<file path="src/rtl/spq_pkg.sv">
// Shared types and constants for the sorted priority queue.
// Used by spq_cell, sorted_priority_queue_unit and spq_checker; no dependencies.
package spq_pkg;

    localparam int CAPACITY_DEF = 16;
    localparam int VALUE_W      = 32;
    localparam int PRIO_W       = 16;

    localparam logic ACT_INSERT = 1'b0;
    localparam logic ACT_REMOVE = 1'b1;

    localparam logic signed [VALUE_W-1:0] NO_VALUE = '1;

    typedef enum logic [1:0] {
        ST_DONE  = 2'd0,
        ST_EMPTY = 2'd1,
        ST_FULL  = 2'd2
    } t_status;

    // Contents of one slot of the chain.
    typedef struct packed {
        logic                      vld;
        logic signed [PRIO_W-1:0]  prio;
        logic signed [VALUE_W-1:0] value;
    } t_entry;

    // Command broadcast to every cell in the cycle an item is taken.
    typedef struct packed {
        logic                      ins;
        logic                      rem;
        logic signed [PRIO_W-1:0]  prio;
        logic signed [VALUE_W-1:0] value;
    } t_ctl;

endpackage

</file>
<file path="src/rtl/sorted_priority_queue_unit.sv">
// Top level of the sorted priority queue: a chain of spq_cell slots plus the
// command decode and registered result. Depends on spq_pkg and spq_cell.
//
// Usage:
//   Command channel: drive start high with i_action, i_item_value and
//   i_item_priority; the item is taken at a rising edge where start is high
//   and busy is low. Insert is action 0, remove is action 1.
//   Result channel: exactly one result per item. o_strobe is high for one
//   cycle, the cycle right after the item is taken, with o_removed_value and
//   o_status valid in that cycle. The receiver cannot stall it.
//   Throughput: one item every cycle once busy is low; busy drops when
//   the registered run flag is set after reset is released and stays low
//   from then on. The whole chain compares the incoming priority in
//   parallel and every slot shifts in the same edge, so no item waits.
//   Insert: the pair lands behind all entries of equal or higher priority,
//   except that a priority at or above the front's goes to the front.
//   Insert on a full queue drops the pair and reports full; remove on an
//   empty queue reports empty. Both return all ones as the value.
//   Reset (i_rst_n low, synchronous) empties the queue and holds busy high.
module sorted_priority_queue_unit #(
    parameter int CAPACITY = spq_pkg::CAPACITY_DEF
) (
    input  logic                               i_clk,
    input  logic                               i_rst_n,
    input  logic                               start,
    output logic                               busy,
    input  logic                               i_action,
    input  logic signed [spq_pkg::VALUE_W-1:0] i_item_value,
    input  logic signed [spq_pkg::PRIO_W-1:0]  i_item_priority,
    output logic                               o_strobe,
    output logic signed [spq_pkg::VALUE_W-1:0] o_removed_value,
    output logic [1:0]                         o_status
);

    spq_pkg::t_entry w_ent    [CAPACITY];
    logic            w_placed [CAPACITY+1];
    spq_pkg::t_ctl   w_ctl;

    logic w_take;
    logic w_full;
    logic w_empty;

    logic                               r_run;
    logic                               r_strobe;
    logic signed [spq_pkg::VALUE_W-1:0] r_value;
    spq_pkg::t_status                   r_status;
    logic signed [spq_pkg::VALUE_W-1:0] n_value;
    spq_pkg::t_status                   n_status;

    // The chain is kept packed at the front, so the tail slot marks full
    // and the head slot marks empty.
    assign w_full  = w_ent[CAPACITY-1].vld;
    assign w_empty = !w_ent[0].vld;
    assign w_take  = start && !busy;

    assign w_ctl.ins   = w_take && (i_action == spq_pkg::ACT_INSERT) && !w_full;
    assign w_ctl.rem   = w_take && (i_action == spq_pkg::ACT_REMOVE) && !w_empty;
    assign w_ctl.prio  = i_item_priority;
    assign w_ctl.value = i_item_value;

    assign w_placed[0] = 1'b0;

    for (genvar gi = 0; gi < CAPACITY; gi++) begin : g_cell
        spq_pkg::t_entry w_left;
        spq_pkg::t_entry w_right;

        if (gi == 0) begin : g_head
            assign w_left = '0;
        end else begin : g_body
            assign w_left = w_ent[gi-1];
        end

        // Past the tail an empty slot shifts in on remove.
        if (gi == CAPACITY - 1) begin : g_tail
            assign w_right = '0;
        end else begin : g_mid
            assign w_right = w_ent[gi+1];
        end

        spq_cell #(
            .IS_HEAD (gi == 0)
        ) u_cell (
            .i_clk    (i_clk),
            .i_rst_n  (i_rst_n),
            .i_ctl    (w_ctl),
            .i_placed (w_placed[gi]),
            .i_left   (w_left),
            .i_right  (w_right),
            .o_placed (w_placed[gi+1]),
            .o_entry  (w_ent[gi])
        );
    end

    // Build the result for the item taken this cycle.
    always_comb begin
        n_value  = spq_pkg::NO_VALUE;
        n_status = spq_pkg::ST_DONE;
        if (i_action == spq_pkg::ACT_INSERT) begin
            if (w_full) begin
                n_status = spq_pkg::ST_FULL;
            end
        end else begin
            if (w_empty) begin
                n_status = spq_pkg::ST_EMPTY;
            end else begin
                n_value = w_ent[0].value;
            end
        end
    end

    always_ff @(posedge i_clk) begin
        if (!i_rst_n) begin
            r_run    <= 1'b0;
            r_strobe <= 1'b0;
        end else begin
            r_run    <= 1'b1;
            r_strobe <= w_take;
        end
        if (w_take) begin
            r_value  <= n_value;
            r_status <= n_status;
        end
    end

    assign busy            = !r_run;
    assign o_strobe        = r_strobe;
    assign o_removed_value = r_value;
    assign o_status        = r_status;

endmodule

</file>
<file path="src/rtl/spq_cell.sv">
// One slot of the sorted queue chain: holds one entry, compares it with the
// broadcast priority and shifts to or from its neighbors. Depends on spq_pkg.
module spq_cell #(
    parameter bit IS_HEAD = 1'b0
) (
    input  logic            i_clk,
    input  logic            i_rst_n,
    input  spq_pkg::t_ctl   i_ctl,
    input  logic            i_placed,
    input  spq_pkg::t_entry i_left,
    input  spq_pkg::t_entry i_right,
    output logic            o_placed,
    output spq_pkg::t_entry o_entry
);

    logic                              r_vld;
    logic signed [spq_pkg::PRIO_W-1:0]  r_prio;
    logic signed [spq_pkg::VALUE_W-1:0] r_value;
    logic                              n_vld;
    logic signed [spq_pkg::PRIO_W-1:0]  n_prio;
    logic signed [spq_pkg::VALUE_W-1:0] n_value;
    logic                              w_here;

    // The head lets a new pair go ahead of ties; later slots keep it behind.
    always_comb begin
        if (IS_HEAD) begin
            w_here = !r_vld || (i_ctl.prio >= r_prio);
        end else begin
            w_here = !r_vld || (i_ctl.prio > r_prio);
        end
    end

    assign o_placed = i_placed | w_here;

    always_comb begin
        n_vld   = r_vld;
        n_prio  = r_prio;
        n_value = r_value;
        if (i_ctl.ins) begin
            if (i_placed) begin
                n_vld   = i_left.vld;
                n_prio  = i_left.prio;
                n_value = i_left.value;
            end else if (w_here) begin
                n_vld   = 1'b1;
                n_prio  = i_ctl.prio;
                n_value = i_ctl.value;
            end
        end else if (i_ctl.rem) begin
            n_vld   = i_right.vld;
            n_prio  = i_right.prio;
            n_value = i_right.value;
        end
    end

    always_ff @(posedge i_clk) begin
        if (!i_rst_n) begin
            r_vld <= 1'b0;
        end else begin
            r_vld <= n_vld;
        end
        r_prio  <= n_prio;
        r_value <= n_value;
    end

    assign o_entry.vld   = r_vld;
    assign o_entry.prio  = r_prio;
    assign o_entry.value = r_value;

endmodule

</file>
<file path="config.mk">
export PLATFORM = sky130hd
export DESIGN_NAME = sorted_priority_queue_unit
export DESIGN_NICKNAME = d
export VERILOG_FILES = /design/src/rtl/spq_pkg.sv /design/src/rtl/sorted_priority_queue_unit.sv /design/src/rtl/spq_cell.sv
export SDC_FILE = /design/constraint.sdc
export NUM_CORES = 2
export LEC_CHECK = 0
export BUFFER_PORTS_ARGS = -buffer_cell sky130_fd_sc_hd__buf_2
export CAP_MARGIN = 10
export CORE_ASPECT_RATIO = 0.9
export CORE_MARGIN = 2
export CORE_UTILIZATION = 45
export DETAILED_ROUTE_END_ITERATION = 7
export GPL_TIMING_DRIVEN = 0
export MAX_ROUTING_LAYER = met4
export SETUP_SLACK_MARGIN = 0.05
export SLEW_MARGIN = 20
export SYNTH_ARGS = -nofsm -noshare
export SYNTH_HDL_FRONTEND = slang
export SYNTH_HIERARCHICAL = 1
export SYNTH_SLANG_ARGS = --single-unit
</file>
<file path="constraint.sdc">
create_clock -name i_clk -period 20.7 [get_ports i_clk]
set_input_delay 1.035 -clock i_clk [delete_from_list [all_inputs] [get_ports i_clk]]
set_output_delay 1.035 -clock i_clk [all_outputs]
set_load 0.1 [all_outputs]
</file>
==> results.sh <==
export IMPL_fin_cells=6376
export IMPL_p_switching_uw=1000
export IMPL_clock_sinks=820
export IMPL_slew_violations=0
export IMPL_clk_pin_slew_ns=0.06
export IMPL_comb_power_share_pct=10.9
export IMPL_wire_per_inst_um=19.1
export IMPL_crit_type="in2reg"
export IMPL_htree_levels=3
export IMPL_skew_ns=0.0183
export IMPL_max_cap_viol_count=0
export IMPL_synthCells=4537
export IMPL_switching_share_pct=25.0
export IMPL_hpwlAfterDp_um=97600
export IMPL_worst_slack_ns=1.15
export IMPL_firstDrtPassIters=5
export IMPL_grt_pass1_wl_um=190000
export IMPL_max_stage_delay_ns=0.45
export IMPL_dieHeight_um=315
export IMPL_peakVddDrop_v=0.0000568
export IMPL_outcome="complete, no violations"
export IMPL_finalCritPeriodShare_pct=94.5
export IMPL_max_slew_margin_pct=35.5
export IMPL_critical_path_peak_fanout=32
export IMPL_grt_util_all_layers_pct=22.5
export IMPL_leakagePower_uw=0.0257
export IMPL_rows=114
export IMPL_hold_class="reg2reg"
export IMPL_grt_pass1_vias=32900
export IMPL_drive_gt1_share_pct=9.32
export IMPL_crit_required_ns=21.10
export IMPL_portBuffers=86
export IMPL_die_width_um=350
export IMPL_share_seq_of_total_power_pct=49.5
export IMPL_setup_violations=0
export IMPL_critPathTopFamily="compound AO/OA/AOI/OAI gates"
export IMPL_netlist_area_um2=48500
export IMPL_post_place_ws_ns=-0.721
export IMPL_final_hold_viol_count=0
export IMPL_internal_power_uw=3020
export IMPL_worstSetupStartpointType="input port"
export IMPL_period_minus_slack_ns=19.55
export IMPL_clk_path_buf_depth=3
export IMPL_insertion_delay_ns=0.66
export IMPL_die_area_um2=110000
export IMPL_area_growth_pct=13.1
export IMPL_cts_tree="built"
export IMPL_place_congestion=0.852
export IMPL_crit_arrival_ns=19.96
export IMPL_timing_critical_path_buf_inv=28
export IMPL_ys_warn_count=6
export IMPL_avgSynthCellArea_um2=10.7
export IMPL_cts_hold_buffers=0
export IMPL_p_per_area_nw_per_um2=73.3
export IMPL_wirelength_um=122000
export IMPL_critPathMostFrequentCell="clkbuf_1"
export IMPL_initial_core_util_pct=45.3
export IMPL_crit_slowest_cell="a2111oi_2"
export IMPL_core_area_um2=107000
export IMPL_antenna_left=0
export IMPL_antenna_found_initial=1
export IMPL_numCtsBuffers=89
export IMPL_rsz0062_at_grt="false"
export IMPL_avgViaCountPerCell=5.26
export IMPL_endpoint_kind="flop"
export IMPL_dp_cells=6210
export IMPL_io_pins=88
export IMPL_clock_fmax_mhz=51.1
export IMPL_drt_iter0_markers=2145
export IMPL_clockPowerShare_pct=39.7
export IMPL_drcViolationCount=0
export IMPL_whs_ns=0.477
export IMPL_final_nets=5167
export IMPL_grt_start_max_net_pins=50
export IMPL_overflow=0
export IMPL_design_area_um2=54900
export IMPL_place_area_um2=51900
export IMPL_vias=33600
export IMPL_tightest_slew_ns=0.967
export IMPL_root_buffer="clkbuf_16"
-- flip-flops by register name, summed over array words and instances, names as in the netlist --
register               cells
g_cell.u_cell/r_value    512
g_cell.u_cell/r_prio     256
o_removed_value           32
g_cell.u_cell/r_vld       16
o_status                   2
o_strobe                   1
r_run                      1
-- layout by cell type, fill, tap and decap left out, types with 18 or more instances in the layout --
cell	count
a21o_1	21
a21oi_1	851
buf_1	47
buf_2	164
buf_4	32
buf_6	20
clkbuf_1	152
clkbuf_16	91
clkinv_1	19
conb_1	99
dfxtp_1	18
edfxtp_1	802
ha_1	256
inv_1	298
mux2i_1	778
nand2_1	78
nand3b_1	38
nand4_1	33
nor2_1	789
nor3_1	22
o21ai_0	22
-- worst paths after layout --
check / start / end / slack, ns / depth (start not counted)
min: g_cell[0].u_cell/r_vld / g_cell[0].u_cell/r_vld / 0.48 / 2
max reg2reg: g_cell[0].u_cell/r_prio[15] / g_cell[15].u_cell/r_value[10] / 1.48 / 83
max: i_item_priority[15] / g_cell[15].u_cell/r_value[10] / 1.15 / 83
min reg2reg: g_cell[0].u_cell/r_vld / g_cell[0].u_cell/r_vld / 0.48 / 2
-- routing by layer --
layer | share of wire (%) | global-route usage (%) | up-vias
li1 | - | - | 17100
met1 | 49 | 32.9 | 15500
met2 | 44 | 33.9 | 780
met3 | 4.5 | 2.28 | 168
met4 | 2.1 | 5.08 | 0
met5 | 0 | - | -
-- cell type report --
cell class	count	area [um^2]
repair buffers	133	1120
flip-flops and latches	820	24400
fillers	9816	52300
well taps	1450	1810
clock inverters	47	518
multi-input cells	3221	22200
plain buffers	296	1320
inverters	298	1120
clock buffers	110	2360
diodes	1	2.50
-- through the flow --
| stage | setup TNS [ns] | total power, uW | utilization, % |
|---|---|---|---|
| floorplan | 0 | 2290 | - |
| global placement | -171.01 | 2430 | 47.7 |
| detailed placement | -34.56 | 2460 | 48.4 |
| CTS | 0 | 4060 | 51.1 |
| global route | 0 | 4190 | 51.2 |
| finish | 0 | 4020 | 51.2 |
-- worst register-to-register path: cells and delay by family, from the launching register on --
kind / cells / cell delay, ns
AOI/OAI and AO/OA: 45 / 9.47
adders and majority gates: 1 / 0.33
buffers and inverters: 28 / 6.61
DFF: 1 / 0.37
and+or+nand+nor: 9 / 2.18
-- power groups by stage --
stage	Sequential [uW]	Clock [uW]	Combinational [uW]
4_1_cts	1990	1630	436
2_1_floorplan	2010	0	287
5_1_grt	2000	1690	496
3_5_place_dp	2020	0	434
6_report	1990	1600	438
3_3_place_gp	2030	0	401
-- what timing repair did --
item	in CTS	in global routing
pin swaps	0	7
gates resized for setup	3	15
buffers inserted	0	7
cloned	0	0
setup endpoints to repair	25	122
Note: power is estimated with default switching activity, not from simulation.
